`src/sv/lvm_pkg.sv`:
```
// ============================================================================
// lvm_pkg
// Shared types and constants for the LED level meter with peak hold.
// ============================================================================
package lvm_pkg;

    // fixed field widths
    localparam int SAMPLE_W  = 16;
    localparam int GAIN_W    = 10;
    localparam int STEP_CFG_W = 18;
    localparam int FALL_W    = 20;
    localparam int LED_W     = 6;
    localparam int LIT_W     = 7;
    localparam int VALUE_W   = 16;
    localparam int CFG_W     = 18;
    localparam int CFG_IDX_W = 3;
    localparam int OUT_TDATA_W = 32;

    // divider: (index + delta) * 0xFFFF needs 23 bits
    localparam int DIV_NUM_W = 23;

    localparam logic [VALUE_W-1:0] VALUE_MAX = 16'hFFFF;
    localparam logic [FALL_W-1:0]  FALL_CAP  = 20'hFFFFF;
    localparam int LEVEL_SHIFT = 17;

    // register reset values
    localparam logic [GAIN_W-1:0]     GAIN_RST       = 10'd1;
    localparam logic [STEP_CFG_W-1:0] BAR_FADE_RST   = 18'd4096;
    localparam logic [STEP_CFG_W-1:0] PEAK_START_RST = 18'd176;
    localparam logic [STEP_CFG_W-1:0] PEAK_ACCEL_RST = 18'd26;

    // register indexes
    localparam logic [CFG_IDX_W-1:0] REG_GAIN         = 3'd0;
    localparam logic [CFG_IDX_W-1:0] REG_DISPLAY_MODE = 3'd1;
    localparam logic [CFG_IDX_W-1:0] REG_PEAK_MODE    = 3'd2;
    localparam logic [CFG_IDX_W-1:0] REG_BAR_FADE     = 3'd3;
    localparam logic [CFG_IDX_W-1:0] REG_PEAK_START   = 3'd4;
    localparam logic [CFG_IDX_W-1:0] REG_PEAK_ACCEL   = 3'd5;

    // display modes
    localparam logic [1:0] DISP_MIN_SAME = 2'd1;
    localparam logic [1:0] DISP_MAX_SAME = 2'd2;

    // peak modes
    localparam logic [2:0] PEAK_NONE   = 3'd0;
    localparam logic [2:0] PEAK_MAX    = 3'd1;
    localparam logic [2:0] PEAK_HELD   = 3'd3;
    localparam logic [2:0] PEAK_MOVING = 3'd4;

    typedef struct packed {
        logic [GAIN_W-1:0]     gain;
        logic [1:0]            display_mode;
        logic [2:0]            peak_mode;
        logic [STEP_CFG_W-1:0] bar_fade_step;
        logic [STEP_CFG_W-1:0] peak_fade_start;
        logic [STEP_CFG_W-1:0] peak_fade_accel;
    } cfg_t;

    typedef enum logic [3:0] {
        ST_IDLE,
        ST_LEVEL,
        ST_BAR,
        ST_SETUP,
        ST_LED_GO,
        ST_LED,
        ST_PK_COLOUR,
        ST_PK_DIV,
        ST_PK_MOVE,
        ST_PK_EMIT
    } state_t;

endpackage

```
`src/sv/lvm_div.sv`:
```
// ============================================================================
// lvm_div
// Restoring divider, one quotient bit per cycle.
// ============================================================================
module lvm_div #(
    parameter int NUM_W = 23,
    parameter int DEN_W = 6
) (
    input  logic             aclk,
    input  logic             aresetn,
    input  logic             start,
    input  logic [NUM_W-1:0] num,
    input  logic [DEN_W-1:0] den,
    output logic             done,
    output logic [NUM_W-1:0] quo
);
    localparam int CNT_W = $clog2(NUM_W + 1);

    logic [NUM_W-1:0] quo_reg, quo_next;
    logic [DEN_W-1:0] rem_reg, rem_next;
    logic [DEN_W-1:0] den_reg, den_next;
    logic [CNT_W-1:0] cnt_reg, cnt_next;
    logic             busy_reg, busy_next;
    logic             done_reg, done_next;
    logic [DEN_W:0]   trial;
    logic [DEN_W:0]   diff;
    logic             take;

    // one shift-subtract step
    always_comb begin
        trial = {rem_reg, quo_reg[NUM_W-1]};
        diff  = trial - {1'b0, den_reg};
        take  = (trial >= {1'b0, den_reg});
    end

    always_comb begin
        quo_next  = quo_reg;
        rem_next  = rem_reg;
        den_next  = den_reg;
        cnt_next  = cnt_reg;
        busy_next = busy_reg;
        done_next = done_reg;
        if (start) begin
            quo_next  = num;
            rem_next  = '0;
            den_next  = den;
            cnt_next  = CNT_W'(NUM_W);
            busy_next = 1'b1;
            done_next = 1'b0;
        end else if (busy_reg) begin
            quo_next = {quo_reg[NUM_W-2:0], take};
            rem_next = take ? diff[DEN_W-1:0] : trial[DEN_W-1:0];
            cnt_next = cnt_reg - 1'b1;
            if (cnt_reg == CNT_W'(1)) begin
                busy_next = 1'b0;
                done_next = 1'b1;
            end
        end
    end

    always_ff @(posedge aclk) begin
        if (!aresetn) begin
            busy_reg <= 1'b0;
            done_reg <= 1'b0;
            cnt_reg  <= '0;
        end else begin
            busy_reg <= busy_next;
            done_reg <= done_next;
            cnt_reg  <= cnt_next;
        end
        quo_reg <= quo_next;
        rem_reg <= rem_next;
        den_reg <= den_next;
    end

    assign done = done_reg;
    assign quo  = quo_reg;

endmodule

```
`src/sv/lvm_core.sv`:
```
// ============================================================================
// lvm_core
// Frame sequencer: level, bar fall, per-LED gradient and peak marker.
// ============================================================================
module lvm_core #(
    parameter int LED_COUNT     = 48,
    parameter int POS_FRAC_BITS = 12
) (
    input  logic                                aclk,
    input  logic                                aresetn,
    input  logic                                start,
    input  logic [lvm_pkg::SAMPLE_W-1:0]        peak,
    input  lvm_pkg::cfg_t                       cfg,
    output logic                                idle,
    output logic                                m_tvalid,
    input  logic                                m_tready,
    output logic [lvm_pkg::OUT_TDATA_W-1:0]     m_tdata,  // led_index, led_value, lit_count
    output logic                                m_tlast,
    output logic [0:0]                          m_tuser   // kind
);
    localparam int PW      = POS_FRAC_BITS + 8;
    localparam int TW      = ((PW > 21) ? PW : 21) + 1;
    localparam int LED_MAX = LED_COUNT - 1;
    localparam int NW      = lvm_pkg::DIV_NUM_W;
    localparam int LW      = lvm_pkg::LED_W;
    localparam int CW      = PW + 16;
    localparam int LIT_W_C = lvm_pkg::LIT_W;

    localparam logic signed [PW-1:0] POS_ONE  = PW'(64'd1 << POS_FRAC_BITS);
    localparam logic signed [PW-1:0] POS_HALF = PW'(64'd1 << (POS_FRAC_BITS - 1));
    localparam logic signed [PW-1:0] POS_TOP  = PW'(64'(LED_MAX) << POS_FRAC_BITS);

    lvm_pkg::state_t state_reg, state_next;

    logic [25:0]                   mul_reg, mul_next;
    logic signed [6:0]             level_reg, level_next;
    logic signed [PW-1:0]          bar_reg, bar_next;
    logic signed [PW-1:0]          marker_reg, marker_next;
    logic [lvm_pkg::FALL_W-1:0]    step_reg, step_next;
    logic [15:0]                   colour_reg, colour_next;
    logic [15:0]                   col_tmp_reg, col_tmp_next;
    logic                          held_reg, held_next;
    logic [lvm_pkg::LIT_W-1:0]     lit_reg, lit_next;
    logic [LW-1:0]                 delta_reg, delta_next;
    logic [LW-1:0]                 den_reg, den_next;
    logic [LW-1:0]                 idx_reg, idx_next;

    logic                          ov_reg, ov_next;
    logic                          okind_reg, okind_next;
    logic [LW-1:0]                 oidx_reg, oidx_next;
    logic [15:0]                   oval_reg, oval_next;
    logic [lvm_pkg::LIT_W-1:0]     olit_reg, olit_next;
    logic                          olast_reg, olast_next;

    // divider
    logic            div_start;
    logic [NW-1:0]   div_num;
    logic [LW-1:0]   div_den;
    logic            div_done;
    logic [NW-1:0]   div_quo;

    lvm_div #(
        .NUM_W (NW),
        .DEN_W (LW)
    ) u_div (
        .aclk    (aclk),
        .aresetn (aresetn),
        .start   (div_start),
        .num     (div_num),
        .den     (div_den),
        .done    (div_done),
        .quo     (div_quo)
    );

    // datapath helpers
    logic [31:0]           scaled;
    logic [14:0]           lvl_raw;
    logic signed [TW-1:0]  bar_sub;
    logic signed [PW-1:0]  bar_fall;
    logic signed [PW-1:0]  lvl_pos;
    logic [LW-1:0]         bar_int;
    logic signed [PW-1:0]  top_gap;
    logic [LIT_W_C-1:0]    led_n;
    logic [NW-1:0]         led_num;
    logic signed [PW-1:0]  col_pos;
    logic [CW-1:0]         col_prod;
    logic signed [TW-1:0]  mk_sub;
    logic signed [PW-1:0]  mk_round;
    logic [LW-1:0]         mk_led;
    logic [lvm_pkg::FALL_W:0] step_sum;
    logic                  out_free;
    logic                  peak_on;
    logic [15:0]           led_val;

    always_comb begin
        scaled   = 32'(mul_reg) * 32'(LED_COUNT);
        lvl_raw  = scaled[31:lvm_pkg::LEVEL_SHIFT];
        bar_sub  = TW'(bar_reg) - $signed(TW'(cfg.bar_fade_step));
        bar_fall = (bar_sub < TW'(-POS_ONE)) ? -POS_ONE : PW'(bar_sub);
        lvl_pos  = PW'(level_reg) <<< POS_FRAC_BITS;
        bar_int  = bar_reg[POS_FRAC_BITS +: LW];
        top_gap  = (POS_TOP - bar_reg) >>> POS_FRAC_BITS;
        led_n    = LIT_W_C'(idx_reg) + LIT_W_C'(delta_reg);
        led_num  = (NW'(led_n) << 16) - NW'(led_n);
        // colour position, clamped to the top LED
        col_pos  = (state_reg == lvm_pkg::ST_PK_COLOUR &&
                    cfg.peak_mode == lvm_pkg::PEAK_MOVING) ? marker_reg : bar_reg;
        if (col_pos > POS_TOP) begin
            col_pos = POS_TOP;
        end
        col_prod = (CW'(col_pos) << 16) - CW'(col_pos);
        mk_sub   = TW'(marker_reg) - $signed(TW'(step_reg));
        mk_round = marker_reg + POS_HALF;
        mk_led   = mk_round[PW-1] ? '0 : mk_round[POS_FRAC_BITS +: LW];
        if (!bar_reg[PW-1] && ((PW'(mk_led) << POS_FRAC_BITS) == bar_reg) &&
            (bar_reg < POS_TOP)) begin
            mk_led = mk_led + 1'b1;
        end
        step_sum = (lvm_pkg::FALL_W + 1)'(step_reg) +
                   (lvm_pkg::FALL_W + 1)'(cfg.peak_fade_accel);
        out_free = !ov_reg || m_tready;
        peak_on  = (cfg.peak_mode != lvm_pkg::PEAK_NONE);
        led_val  = (div_quo > NW'(lvm_pkg::VALUE_MAX)) ? lvm_pkg::VALUE_MAX : div_quo[15:0];
    end

    // sequencer
    always_comb begin
        state_next   = state_reg;
        mul_next     = mul_reg;
        level_next   = level_reg;
        bar_next     = bar_reg;
        marker_next  = marker_reg;
        step_next    = step_reg;
        colour_next  = colour_reg;
        col_tmp_next = col_tmp_reg;
        held_next    = held_reg;
        lit_next     = lit_reg;
        delta_next   = delta_reg;
        den_next     = den_reg;
        idx_next     = idx_reg;
        ov_next      = ov_reg && !m_tready;
        okind_next   = okind_reg;
        oidx_next    = oidx_reg;
        oval_next    = oval_reg;
        olit_next    = olit_reg;
        olast_next   = olast_reg;
        div_start    = 1'b0;
        div_num      = led_num;
        div_den      = den_reg;

        case (state_reg)
            lvm_pkg::ST_IDLE: begin
                if (start) begin
                    mul_next   = 26'(peak) * 26'(cfg.gain);
                    state_next = lvm_pkg::ST_LEVEL;
                end
            end
            lvm_pkg::ST_LEVEL: begin
                if (lvl_raw > 15'(LED_MAX)) begin
                    level_next = 7'(LED_MAX);
                end else if (lvl_raw == '0) begin
                    level_next = -7'sd1;
                end else begin
                    level_next = 7'(lvl_raw);
                end
                state_next = lvm_pkg::ST_BAR;
            end
            lvm_pkg::ST_BAR: begin
                bar_next   = (lvl_pos > bar_fall) ? lvl_pos : bar_fall;
                state_next = lvm_pkg::ST_SETUP;
            end
            lvm_pkg::ST_SETUP: begin
                idx_next   = '0;
                delta_next = '0;
                lit_next   = bar_reg[PW-1] ? '0 : LIT_W_C'(bar_int) + 1'b1;
                case (cfg.display_mode)
                    lvm_pkg::DISP_MIN_SAME: begin
                        den_next = LW'(LED_MAX);
                    end
                    lvm_pkg::DISP_MAX_SAME: begin
                        den_next = LW'(LED_MAX);
                        if (!bar_reg[PW-1]) begin
                            delta_next = top_gap[LW-1:0];
                        end
                    end
                    default: begin
                        den_next = bar_reg[PW-1] ? '0 : bar_int;
                    end
                endcase
                if (den_next == '0) begin
                    den_next = LW'(1);
                end
                if (bar_reg[PW-1]) begin
                    state_next = peak_on ? lvm_pkg::ST_PK_COLOUR : lvm_pkg::ST_IDLE;
                end else begin
                    state_next = lvm_pkg::ST_LED_GO;
                end
            end
            lvm_pkg::ST_LED_GO: begin
                div_start  = 1'b1;
                state_next = lvm_pkg::ST_LED;
            end
            lvm_pkg::ST_LED: begin
                if (div_done && out_free) begin
                    ov_next    = 1'b1;
                    okind_next = 1'b0;
                    oidx_next  = idx_reg;
                    oval_next  = led_val;
                    olit_next  = lit_reg;
                    olast_next = !peak_on && (LIT_W_C'(idx_reg) + 1'b1 == lit_reg);
                    if (LIT_W_C'(idx_reg) + 1'b1 == lit_reg) begin
                        state_next = peak_on ? lvm_pkg::ST_PK_COLOUR : lvm_pkg::ST_IDLE;
                    end else begin
                        idx_next   = idx_reg + 1'b1;
                        state_next = lvm_pkg::ST_LED_GO;
                    end
                end
            end
            lvm_pkg::ST_PK_COLOUR: begin
                held_next  = (cfg.peak_mode == lvm_pkg::PEAK_HELD);
                state_next = lvm_pkg::ST_PK_MOVE;
                case (cfg.peak_mode)
                    lvm_pkg::PEAK_MAX: begin
                        col_tmp_next = lvm_pkg::VALUE_MAX;
                    end
                    lvm_pkg::PEAK_HELD, lvm_pkg::PEAK_MOVING: begin
                        col_tmp_next = '0;
                        if (col_pos > 0) begin
                            div_start  = 1'b1;
                            div_num    = NW'(col_prod >> POS_FRAC_BITS);
                            div_den    = LW'(LED_MAX);
                            state_next = lvm_pkg::ST_PK_DIV;
                        end
                    end
                    default: begin
                        col_tmp_next = '0;
                    end
                endcase
            end
            lvm_pkg::ST_PK_DIV: begin
                if (div_done) begin
                    col_tmp_next = div_quo[15:0];
                    state_next   = lvm_pkg::ST_PK_MOVE;
                end
            end
            lvm_pkg::ST_PK_MOVE: begin
                // fall, then re-seat on the bar when it has overtaken the marker
                if (TW'(bar_reg) > mk_sub) begin
                    step_next   = lvm_pkg::FALL_W'(cfg.peak_fade_start);
                    marker_next = bar_reg;
                    colour_next = col_tmp_reg;
                end else begin
                    marker_next = (mk_sub < TW'(-POS_ONE)) ? -POS_ONE : PW'(mk_sub);
                end
                if (!held_reg) begin
                    colour_next = col_tmp_reg;
                end
                state_next = lvm_pkg::ST_PK_EMIT;
            end
            lvm_pkg::ST_PK_EMIT: begin
                if (out_free) begin
                    ov_next    = 1'b1;
                    okind_next = 1'b1;
                    oidx_next  = mk_led;
                    oval_next  = colour_reg;
                    olit_next  = lit_reg;
                    olast_next = 1'b1;
                    step_next  = step_sum[lvm_pkg::FALL_W] ? lvm_pkg::FALL_CAP
                                                           : step_sum[lvm_pkg::FALL_W-1:0];
                    state_next = lvm_pkg::ST_IDLE;
                end
            end
            default: begin
                state_next = lvm_pkg::ST_IDLE;
            end
        endcase
    end

    always_ff @(posedge aclk) begin
        if (!aresetn) begin
            state_reg  <= lvm_pkg::ST_IDLE;
            bar_reg    <= -POS_ONE;
            marker_reg <= '0;
            step_reg   <= lvm_pkg::FALL_W'(lvm_pkg::PEAK_START_RST);
            colour_reg <= '0;
            ov_reg     <= 1'b0;
        end else begin
            state_reg  <= state_next;
            bar_reg    <= bar_next;
            marker_reg <= marker_next;
            step_reg   <= step_next;
            colour_reg <= colour_next;
            ov_reg     <= ov_next;
        end
        mul_reg     <= mul_next;
        level_reg   <= level_next;
        col_tmp_reg <= col_tmp_next;
        held_reg    <= held_next;
        lit_reg     <= lit_next;
        delta_reg   <= delta_next;
        den_reg     <= den_next;
        idx_reg     <= idx_next;
        okind_reg   <= okind_next;
        oidx_reg    <= oidx_next;
        oval_reg    <= oval_next;
        olit_reg    <= olit_next;
        olast_reg   <= olast_next;
    end

    assign idle     = (state_reg == lvm_pkg::ST_IDLE);
    assign m_tvalid = ov_reg;
    assign m_tdata  = {3'b000, olit_reg, oval_reg, oidx_reg};
    assign m_tlast  = olast_reg;
    assign m_tuser  = okind_reg;

endmodule

```
`src/sv/led_level_meter_peak_hold_top.sv`:
```
// ============================================================================
// led_level_meter_peak_hold_top
// LED level meter with falling bar and accelerating peak marker.
// ============================================================================
// A sample with tlast ends the frame and starts the display run: level and
// bar, then each lit LED's gradient value from the one-bit-per-cycle divider
// shared by all gradient and colour divisions, then the peak marker;
// s_tready is low throughout, and a stalled m_tready stretches it.
module led_level_meter_peak_hold_top #(
    parameter int LED_COUNT     = 48,
    parameter int POS_FRAC_BITS = 12
) (
    input  logic                                 aclk,
    input  logic                                 aresetn,
    input  logic                                 s_tvalid,
    output logic                                 s_tready,
    input  logic [lvm_pkg::SAMPLE_W-1:0]         s_tdata,   // sample
    input  logic                                 s_tlast,   // frame_end
    output logic                                 m_tvalid,
    input  logic                                 m_tready,
    output logic [lvm_pkg::OUT_TDATA_W-1:0]      m_tdata,   // led_index, led_value, lit_count
    output logic                                 m_tlast,   // last
    output logic [0:0]                           m_tuser,   // kind
    input  logic                                 cfg_wr_en,
    input  logic [lvm_pkg::CFG_IDX_W-1:0]        cfg_index,
    input  logic [lvm_pkg::CFG_W-1:0]            cfg_wdata
);
    lvm_pkg::cfg_t                 cfg_reg;
    logic [lvm_pkg::SAMPLE_W-1:0]  frame_peak_reg, frame_peak_next;
    logic [lvm_pkg::SAMPLE_W-1:0]  mag;
    logic [lvm_pkg::SAMPLE_W-1:0]  peak_now;
    logic                          accept;
    logic                          core_idle;

    // configuration writes
    always_ff @(posedge aclk) begin
        if (!aresetn) begin
            cfg_reg.gain            <= lvm_pkg::GAIN_RST;
            cfg_reg.display_mode    <= '0;
            cfg_reg.peak_mode       <= '0;
            cfg_reg.bar_fade_step   <= lvm_pkg::BAR_FADE_RST;
            cfg_reg.peak_fade_start <= lvm_pkg::PEAK_START_RST;
            cfg_reg.peak_fade_accel <= lvm_pkg::PEAK_ACCEL_RST;
        end else if (cfg_wr_en) begin
            case (cfg_index)
                lvm_pkg::REG_GAIN:         cfg_reg.gain <= cfg_wdata[lvm_pkg::GAIN_W-1:0];
                lvm_pkg::REG_DISPLAY_MODE: cfg_reg.display_mode <= cfg_wdata[1:0];
                lvm_pkg::REG_PEAK_MODE:    cfg_reg.peak_mode <= cfg_wdata[2:0];
                lvm_pkg::REG_BAR_FADE:     cfg_reg.bar_fade_step <= cfg_wdata;
                lvm_pkg::REG_PEAK_START:   cfg_reg.peak_fade_start <= cfg_wdata;
                lvm_pkg::REG_PEAK_ACCEL:   cfg_reg.peak_fade_accel <= cfg_wdata;
                default: begin
                end
            endcase
        end
    end

    // frame peak magnitude tracking
    always_comb begin
        accept   = s_tvalid && s_tready;
        mag      = s_tdata[lvm_pkg::SAMPLE_W-1] ? (~s_tdata + 1'b1) : s_tdata;
        peak_now = (mag > frame_peak_reg) ? mag : frame_peak_reg;
        frame_peak_next = frame_peak_reg;
        if (accept) begin
            frame_peak_next = s_tlast ? '0 : peak_now;
        end
    end

    always_ff @(posedge aclk) begin
        if (!aresetn) begin
            frame_peak_reg <= '0;
        end else begin
            frame_peak_reg <= frame_peak_next;
        end
    end

    assign s_tready = core_idle;

    lvm_core #(
        .LED_COUNT     (LED_COUNT),
        .POS_FRAC_BITS (POS_FRAC_BITS)
    ) u_core (
        .aclk     (aclk),
        .aresetn  (aresetn),
        .start    (accept && s_tlast),
        .peak     (peak_now),
        .cfg      (cfg_reg),
        .idle     (core_idle),
        .m_tvalid (m_tvalid),
        .m_tready (m_tready),
        .m_tdata  (m_tdata),
        .m_tlast  (m_tlast),
        .m_tuser  (m_tuser)
    );

endmodule
```
`config.mk`:
```
export PLATFORM = sky130hd
export DESIGN_NAME = led_level_meter_peak_hold_top
export DESIGN_NICKNAME = d
export VERILOG_FILES = /design/src/sv/lvm_pkg.sv /design/src/sv/lvm_div.sv /design/src/sv/lvm_core.sv /design/src/sv/led_level_meter_peak_hold_top.sv
export SDC_FILE = /design/constraint.sdc
export NUM_CORES = 1
export LEC_CHECK = 0
export ABC_AREA = 1
export BUFFER_PORTS_ARGS = -buffer_cell sky130_fd_sc_hd__buf_2
export CAP_MARGIN = 20
export CORE_MARGIN = 3
export CORE_UTILIZATION = 57
export DETAILED_ROUTE_END_ITERATION = 10
export GPL_ROUTABILITY_DRIVEN = 0
export PLACE_DENSITY = 0.84
export SLEW_MARGIN = 20
export SYNTH_ARGS = -nofsm -noshare
export SYNTH_HDL_FRONTEND = slang
export SYNTH_SLANG_ARGS = --single-unit
```
`constraint.sdc`:
```
create_clock -name aclk -period 9.2 [get_ports aclk]
set_input_delay 1.84 -clock aclk [delete_from_list [all_inputs] [get_ports aclk]]
set_output_delay 1.84 -clock aclk [all_outputs]
set_load 0.005 [all_outputs]
```
== After elaboration in Yosys (flattened, before gate mapping) ==
Index checks and enable logic that the tools add are counted.
Word-level totals
  bits in writable memories: 0
  output and inout port bits: 36
  bits in read-only memories: 0
  bits of input ports: 43
  latch bits: 0
  logic and storage cells: 208
  memories: 0
  flip-flop bits (word level): 314
Cells by class
  shifts and indexed selects: 0
  multipliers: 2
  eq/ne operators: 29
  reduce and logical (&&, ||, !) cells: 42
  magnitude comparators: 11
  bitwise gates (word level): 3
  multiplexer cells: 72
  add/subtract/negate cells: 15
  div/mod/pow operators: 0
Operators with widths (number)
  20-bit two-way mux: 9
  16-bit two-way mux: 10
  23-bit two-way mux: 5
  6-bit two-way mux: 13
  16-bit case mux with 2 select lines: 2
  22-bit by 13-bit < comparator with 1-bit output, second input constant: 2
  20-bit case mux with 2 select lines: 1
  4-bit case mux with 10 select lines: 1
  35-bit by 20-bit subtractor with 35-bit output: 1
  26-bit by 2-bit multiplier with 28-bit output, second input constant: 1
  4-bit two-way mux: 7
  16-bit by 10-bit multiplier with 26-bit output: 1
  6-bit case mux with 2 select lines: 2
  23-bit by 16-bit greater-than comparator with 1-bit output, second input constant: 1
  23-bit by 7-bit subtractor with 23-bit output: 1
  20-bit by 22-bit greater-than comparator with 1-bit output: 1
  20-bit by 21-bit subtractor with 22-bit output: 1
  20-bit by 18-bit adder with 21-bit output: 1
  7-bit two-way mux: 3
  20-bit by 19-bit subtractor with 21-bit output: 1
  20-bit by 13-bit adder with 20-bit output, second input constant: 1
  18-bit by 20-bit == test with 1-bit output: 1
  19-bit by 20-bit greater-than comparator with 1-bit output: 1
  20-bit by 1-bit greater-than comparator with 1-bit output, second input constant: 1
  45 further kinds: 106

== Longest topological paths before layout ==
Gate-level depths: netlist (run 1).
  depth in word-level cells: 10
  gate-level depth with buffers: 42
  gate-level depth less buffers: 42

== By module ==
From an unflattened synthesis (run 1), not the netlist that was laid out.
Second synthesis, totals
  cells, all modules: 3945
  area, all modules: 27820.4 sq um
By module, submodules not included
  lvm_core: cells each 3078, seq. area each 4804.6 sq um, area each 21413.0 sq um, instances 1
  led_level_meter_peak_hold_top: cells each 620, seq. area each 1701.6 sq um, area each 4252.8 sq um, instances 1
  lvm_div: cells each 247, seq. area each 1131.1 sq um, area each 2154.6 sq um, instances 1

== Least setup slack after synthesis (run 1) ==
OpenSTA, ideal clock, no wires.
  kind: input port to flip-flop
  start: in s_tdata[2] (netlist bit)
  end: reg u_core.mul_reg[24], data pin
  setup time: 0.260 ns
  data required time: 8.940 ns
  arrival time: 9.047 ns
  path slack: -0.107 ns
  buffers on the path: 1
  cell stages on the path: 39
  path through: nor3_1 nand2_1 nor3_1 nand2_1 nor3_1 nor2_1 xor2_1 ha_1 nand2_1 nor2_1 a211oi_1 o221a_2 a21boi_1 inv_1 clkbuf_1 or2_2 o21a_1 inv_1 [3 not listed] fa_1 fa_1 inv_1 fa_1 inv_1 ha_1 nand2_1 nor2_1 nor2_1 o221ai_1 a21oi_1 nor3_1 nor2_1 o21ai_0 a21oi_1 nor2_1 nor2_1 xor2_1
Between the ends
  word-level cells in the longest chain between the ends: 6
Ends and longest elaborated chain
  start: declaration: RTL line led_level_meter_peak_hold_top.sv:17  | input logic [lvm_pkg::SAMPLE_W-1:0] s_tdata,
  16-bit inverter: RTL line led_level_meter_peak_hold_top.sv:61  | mag = s_tdata[lvm_pkg::SAMPLE_W-1] ? (~s_tdata + 1'b1) : s_tdata;
  16-bit by 1-bit adder with 16-bit output: RTL line led_level_meter_peak_hold_top.sv:61
  16-bit two-way mux (*): RTL line led_level_meter_peak_hold_top.sv:61
  16-bit greater-than comparator: RTL line led_level_meter_peak_hold_top.sv:62  | peak_now = (mag > frame_peak_reg) ? mag : frame_peak_reg;
  16-bit two-way mux (*): RTL line led_level_meter_peak_hold_top.sv:62
  16-bit by 10-bit multiplier with 26-bit output (*): RTL line lvm_core.sv:154  | mul_next = 26'(peak) * 26'(cfg.gain);
  end signal: assignment: RTL line lvm_core.sv:295  | mul_reg <= mul_next;
  end: declaration: RTL line lvm_core.sv:35  | logic [25:0] mul_reg, mul_next;
Mark *: on every way between the ends. The rest lies on a longest branch, timed or not.
A chain may end at the register's enable or synchronous reset.

== Worst setup path in the final report (run 1) ==
Same ends and word-level chain as after synthesis.

==> summary.md, run 1 <==
| Metric | Value |
|---|---|
| GRT Total Usage | 0.287 |
| H-tree Lvls | 2 |
| CP peak stage delay | 0.58 ns |
| Top Ports | 79 |
| Pwr Density | 149 mW/mm^2 |
| Rows | 78 |
| CORE AREA | 0.0459 mm^2 |
| Clk buf depth | 3 |
| Outcome | finished clean |
| Sink Count | 314 |
| Skew-Pair Late Insertion Delay | 0.56 ns |
| Peak supply drop | 0.168 mV |
| Final core occ | 0.646 |
| Most frequent cell after synthesis | nand2_1 |
| Max FFs per register | 69 |
| Drt first-iter violations | 2650 |
| Asr flop ratio synth | 0 |
| Pre-CTS setup slack | -0.286 ns |
| Die Width | 223 um |
| Nets@finish | 4210 |
| Total of max-cap violations | 0 |
| Die Ht | 223 um |
| Most frequent CP cell | nand2_1 |
| Area Overhead vs Synth | 10.6% |
| P_leak | 14.0 nW |
| Yosys top cell area share | 0.151 |
| Filler cells | 3898 |
| ANT cells | 0 |
| Layout cells sized above 1 | 0.0837 |
| Yosys warns | 0 |
| # DRC | 0 |
| Final worst-path cycle share | 0.977 |
| WL per Instance | 16.6 um |
| Max Fanout on Critical Path | 9 |
| Final Critical Period | 8.99 ns |
| Worst hold-check path type | flop to flop |
| Die area | 0.0497 mm^2 |
| Largest net degree at the start of global routing | 110 |
| WL final | 73700 um |
| Clk pin slew, worst setup/hold paths | 0.06 ns |
| Initial Util | 0.584 |
| Congestion Overflow GR | 0 |
| Synth area leaders | edfxtp_1 15%, dfxtp_1 13%, nand2_1 11% |
| Final hold viol count | 0 |
| Commonest cells in the netlist | 782 x nand2_1, 511 x inv_1, 456 x nor2_1 |
| Cell area after synthesis | 0.0268 mm^2 |
| Buffers added on ports | 75 |
| HPWL Detailed | 56200 um |
| Layout Skew | 0.0226 ns |
| Hold_buf cts | 0 |
| Slowest-stage cell, CP | fa_1 |
| Synth Instances | 3713 |
| Ys flop type | dfxtp_1 |
| Root buffer cell | clkbuf_16 |
| Post-synth top area cell | edfxtp_1 |
| Worst path arrival time | 9.29 ns |
| Vias | 25600 |
| Setup violators final | 0 |
| Setup CP Type | input port to flop |
| Setup ws final | 0.214 ns |
| Initial antenna violation count | 2 |
| Antenna Nets Post-Route | 0 |
| EDFF count, synth | 135 |
| Post-synthesis sequential area ratio | 0.285 |
| Vias in the first global route | 23800 |
| Vias per cell | 5.76 |
| Slew Viols, Final | 0 |
| CP startpoint kind | input port |
| Synth Area per Inst | 7.22 um^2 |
| Worst Path Required | 9.50 ns |
| Synth Register Bits | 314 |
| Slew HR | 0.288 |
| FMAX | 111 MHz |
| CP Capture Type | flop |
| DR pass1 iterations | 8 |
| Inserted Clock Buffers | 36 |
| Post-synthesis cell type count | 55 |
| First-pass GRT wire length | 119000 um |
| CTS tree | done |
| Tightest Pin Transition | 1.06 ns |
==> worst paths after layout <==
| path | from | cells after the start | to | slack [ns] |
|---|---|---|---|---|
| worst max register to register | u_core.state_reg[2]$_SDFFE_PN0P_ | 21 | u_core.u_div.quo[5]$_DFFE_PP_ | 2.05 |
| worst max-delay path | s_tdata[2] | 38 | u_core.mul_reg[24]$_DFFE_PP_ | 0.21 |
| worst min-delay path | cfg_reg[38]$_SDFFE_PN0P_ | 2 | cfg_reg[38]$_SDFFE_PN0P_ | 0.48 |
| worst min register to register | cfg_reg[38]$_SDFFE_PN0P_ | 2 | cfg_reg[38]$_SDFFE_PN0P_ | 0.48 |
==> placed cells by master (no fill, tap or decap), drive strengths merged, types with 8 or more instances in the layout <==
cell    instances
a21o           16
a21oi         336
a31oi          10
buf           168
clkbuf         44
clkinv         19
dfxtp         179
edfxtp        135
fa            115
ha            232
inv           518
nand2         791
nand3         181
nand3b         19
nand4          34
nor2          461
nor3           45
nor4           17
o211ai         14
o21a           20
o21ai         278
o21bai         10
o221ai          8
or2            25
xnor2          40
xor2           83
==> routing by layer <==
layer,track usage,part of all wire
met3,0.0704,0.11
met2,0.450,0.43
met1,0.390,0.42
met5,0,0.00029
met4,0.0999,0.038
==> power by group <==
group / leakage (nW) / switching (W) / internal [W]
combinational: 10.8 / 0.000833 / 0.000561
clock: 0.590 / 0.000614 / 0.000864
sequential: 2.62 / 0.0000310 / 0.00151
==> what timing repair did <==
item,4_1_cts,5_1_grt
buffers inserted,0,9
setup endpoints to repair,0,11
resized for setup,0,55
==> kinds of logic (layout without fill, tap and decap cells) <==
group           Yosys count  after routing  share of synthesized area
simple gates           1578           1578                      0.244
xor+xnor                123            123                     0.0402
fa+ha+maj               347            347                      0.194
other cells               1              3                   0.000140
compound gates          726            726                      0.146
buf+inv                 624            756                     0.0901
flops                   314            314                      0.285
==> per-stage QoR <==
step / TNS (ns) / power [W] / hold WS, ns / cell area, um^2 / cells
3_3_place_gp: -0.0657 / 0.00282 / 0.450 / 28100 / 4372
3_5_place_dp: -1.04 / 0.00285 / 0.461 / 28100 / 4372
2_1_floorplan: 0 / 0.00243 / 0.429 / 26800 / 3715
6_report: 0 / 0.00442 / 0.477 / 29600 / 4447
4_1_cts: 0 / 0.00432 / 0.474 / 29300 / 4437
5_1_grt: -0.176 / 0.00465 / 0.494 / 29600 / 4447
==> area by class of cell <==
type | instances | area, um^2 | area share
repair buffers | 169 | 1100 | 0.0372
inverters | 521 | 1960 | 0.0660
clock buffers | 43 | 957 | 0.0323
repair inverters | 1 | 7.51 | 0.000253
well taps | 600 | 751 | 0.0253
multi-input cells | 2777 | 17000 | 0.573
flip-flops and latches | 314 | 7640 | 0.258
clock inverters | 22 | 243 | 0.00819
==> critical path, delay by kind of cell <==
| kind | cells | cell delay [ns] |
|---|---|---|
| AOI/OAI and AO/OA | 6 | 1.24 |
| xor gates and xnor gates | 2 | 0.22 |
| adders and majority gates | 7 | 3.08 |
| buffers and inverters | 7 | 0.80 |
| and+or+nand+nor | 16 | 2.11 |
No activity file was read; power rests on OpenSTA's default activity.
==> run 2: changes to the inputs <==
--- a/config.mk
+++ b/config.mk
@@ -10,6 +10,7 @@
 export CAP_MARGIN = 20
 export CORE_MARGIN = 3
 export CORE_UTILIZATION = 57
+export CTS_BUF_LIST = sky130_fd_sc_hd__clkbuf_4 sky130_fd_sc_hd__clkbuf_8
 export DETAILED_ROUTE_END_ITERATION = 10
 export GPL_ROUTABILITY_DRIVEN = 0
 export PLACE_DENSITY = 0.84
==> run 2 against run 1 <==
  * Critical path depth decreased by 3
  * Sequential power is essentially flat
  * Sequential share of layout area up 0.26 points
  * First-iteration DRC count grew 0.23%
  * Clock skew up 0.0062 ns
  * Final cell count up 0.54%
  * Total power fell by 4.8%
  * Critical path type unchanged
  * Final area shrank 1.0%
==> summary.md, run 2 (synthesis results as in run 1) <==
| Metric | Value |
|---|---|
| First-pass GRT wire length | 118000 um |
| Nets@finish | 4219 |
| FMAX | 115 MHz |
| Filler cells | 3986 |
| Fin area | 0.0293 mm^2 |
| Net Sw Frac | 0.342 |
| GRT Total Usage | 0.287 |
| Slowest-stage cell, CP | fa_1 |
| CP startpoint kind | input port |
| CP Capture Type | flop |
| Sink Count | 314 |
| Worst hold-check path type | flop to flop |
| Register area | 0.00764 mm^2 |
| Clock network power share | 0.321 |
| # DRC | 0 |
| CTS tree | done |
| Gate power share | 0.312 |
| Final hold viol count | 0 |
| ANT cells | 0 |
| CORE AREA | 0.0459 mm^2 |
| Switching pwr | 0.00144 W |
| Most frequent cells in the layout | 781 x nand2_1, 507 x inv_1, 452 x nor2_1 |
| Tightest Pin Transition | 1.07 ns |
| Setup CP Type | input port to flop |
| Setup total negative slack | 0 ns |
| Final worst-path cycle share | 0.944 |
| Antenna Nets Post-Route | 0 |
| WL per Instance | 16.3 um |
| HPWL Detailed | 56200 um |
| Worst Path Required | 9.59 ns |
| Drt first-iter violations | 2656 |
| Final core occ | 0.639 |
| Vias in the first global route | 23900 |
| Area Overhead vs Synth | 9.44% |
| Hold_buf cts | 0 |
| Skew-Pair Late Insertion Delay | 0.67 ns |
| Inserted Clock Buffers | 54 |
| Initial antenna violation count | 0 |
| Buffers added on ports | 75 |
| CP peak stage delay | 0.57 ns |
| RSZ-0062 raised after global routing | false |
| Die Ht | 223 um |
| Pwr Density | 143 mW/mm^2 |
| Worst path arrival time | 9.08 ns |
| Die area | 0.0497 mm^2 |
| Largest net degree at the start of global routing | 110 |
| Clk buf depth | 3 |
| Clk pin slew, worst setup/hold paths | 0.06 ns |
| Sequential share of power | 0.367 |
| Total of max-cap violations | 0 |
| Die Width | 223 um |
| P_leak | 14.0 nW |
| Initial Util | 0.584 |
| Congestion Overflow GR | 0 |
| DR pass1 iterations | 6 |
| Layout cells sized above 1 | 0.0829 |
| Layout Skew | 0.0288 ns |
| Placed cell area | 0.0281 mm^2 |
| Rows | 78 |
| WL final | 72700 um |
| P_int | 0.00276 W |
| Pre-CTS setup slack | -0.286 ns |
| Area of the multi-input gates | 0.0168 mm^2 |
| Vias | 25400 |
| H-tree Lvls | 2 |
| Max FFs per register | 69 |
| Fin Hold WS | 0.476 ns |
| Final Critical Period | 8.69 ns |
| Setup ws final | 0.515 ns |
| Commonest non-fill, non-tap cell in the layout | nand2_1 |
| Vias per cell | 5.69 |
| Max Fanout on Critical Path | 12 |
| Outcome | finished clean |
| Setup violators final | 0 |
| Top Ports | 79 |
| Peak supply drop | 0.128 mV |
| Root buffer cell | clkbuf_8 |
| Slew Viols, Final | 0 |
| Slew HR | 0.287 |
## run 2: cell count changes in the layout (fill, tap and decap cells not counted), sizes merged
cell	change
bufinv	-2
clkbuf	+34
buf	-7
clkinvlp	-1
## run 2: cell type report
class	count	share of cell area
Tap cell	600	0.0256
Timing Repair Buffer	161	0.0349
Clock inverter	20	0.00601
Inverter	521	0.0667
Multi-Input combinational cell	2777	0.574
Sequential cell	314	0.260
Clock buffer	78	0.0328
## run 2: routing by layer
metal / vias to the layer above / track usage / part of all wire
li1: 12400 / - / -
met1: 11600 / 0.383 / 0.42
met2: 1233 / 0.450 / 0.43
met3: 182 / 0.0793 / 0.11
met4: 0 / 0.101 / 0.036
met5: - / 0 / 0
## run 2: power by group through the flow
stage | Combinational [W] | Clock, W | Sequential [W]
after floorplan | 0.000871 | 0 | 0.00156
after global placement | 0.00125 | 0 | 0.00157
after detailed placement | 0.00128 | 0 | 0.00157
after CTS | 0.00129 | 0.00136 | 0.00154
after global routing | 0.00148 | 0.00142 | 0.00155
final | 0.00131 | 0.00135 | 0.00154
## run 2: through the flow
stage | power [W] | cells
floorplan | 0.00243 | 3715
global placement | 0.00282 | 4372
detailed placement | 0.00285 | 4372
CTS | 0.00419 | 4470
global route | 0.00445 | 4471
finish | 0.00420 | 4471
## run 2: worst paths after layout
check	slack, ns	cells past startpoint	to	start
hold reg to reg	0.48	2	u_core.colour_reg[8]$_SDFFE_PN0P_	u_core.col_tmp_reg[8]$_DFFE_PP_
hold / removal	0.48	2	u_core.colour_reg[8]$_SDFFE_PN0P_	u_core.col_tmp_reg[8]$_DFFE_PP_
setup reg to reg	2.05	21	u_core.u_div.quo[8]$_DFFE_PP_	u_core.state_reg[2]$_SDFFE_PN0P_
setup / recovery	0.51	35	u_core.mul_reg[21]$_DFFE_PP_	s_tdata[0]
## run 2: repair_timing
item	CTS	global route
endpoints found under the setup margin	0	7
buffers inserted	0	1
hold endpoints to repair	0	0
resized for setup	0	14
## run 2: worst max-delay path: cells and delay by family
kind | cells | cell delay (ns)
adder cells (fa/ha/maj) | 8 | 3.33
AO/OA/AOI/OAI | 8 | 1.44
AND/OR/NAND/NOR | 8 | 1.17
buffers and inverters | 9 | 0.92
XOR/XNOR | 2 | 0.38
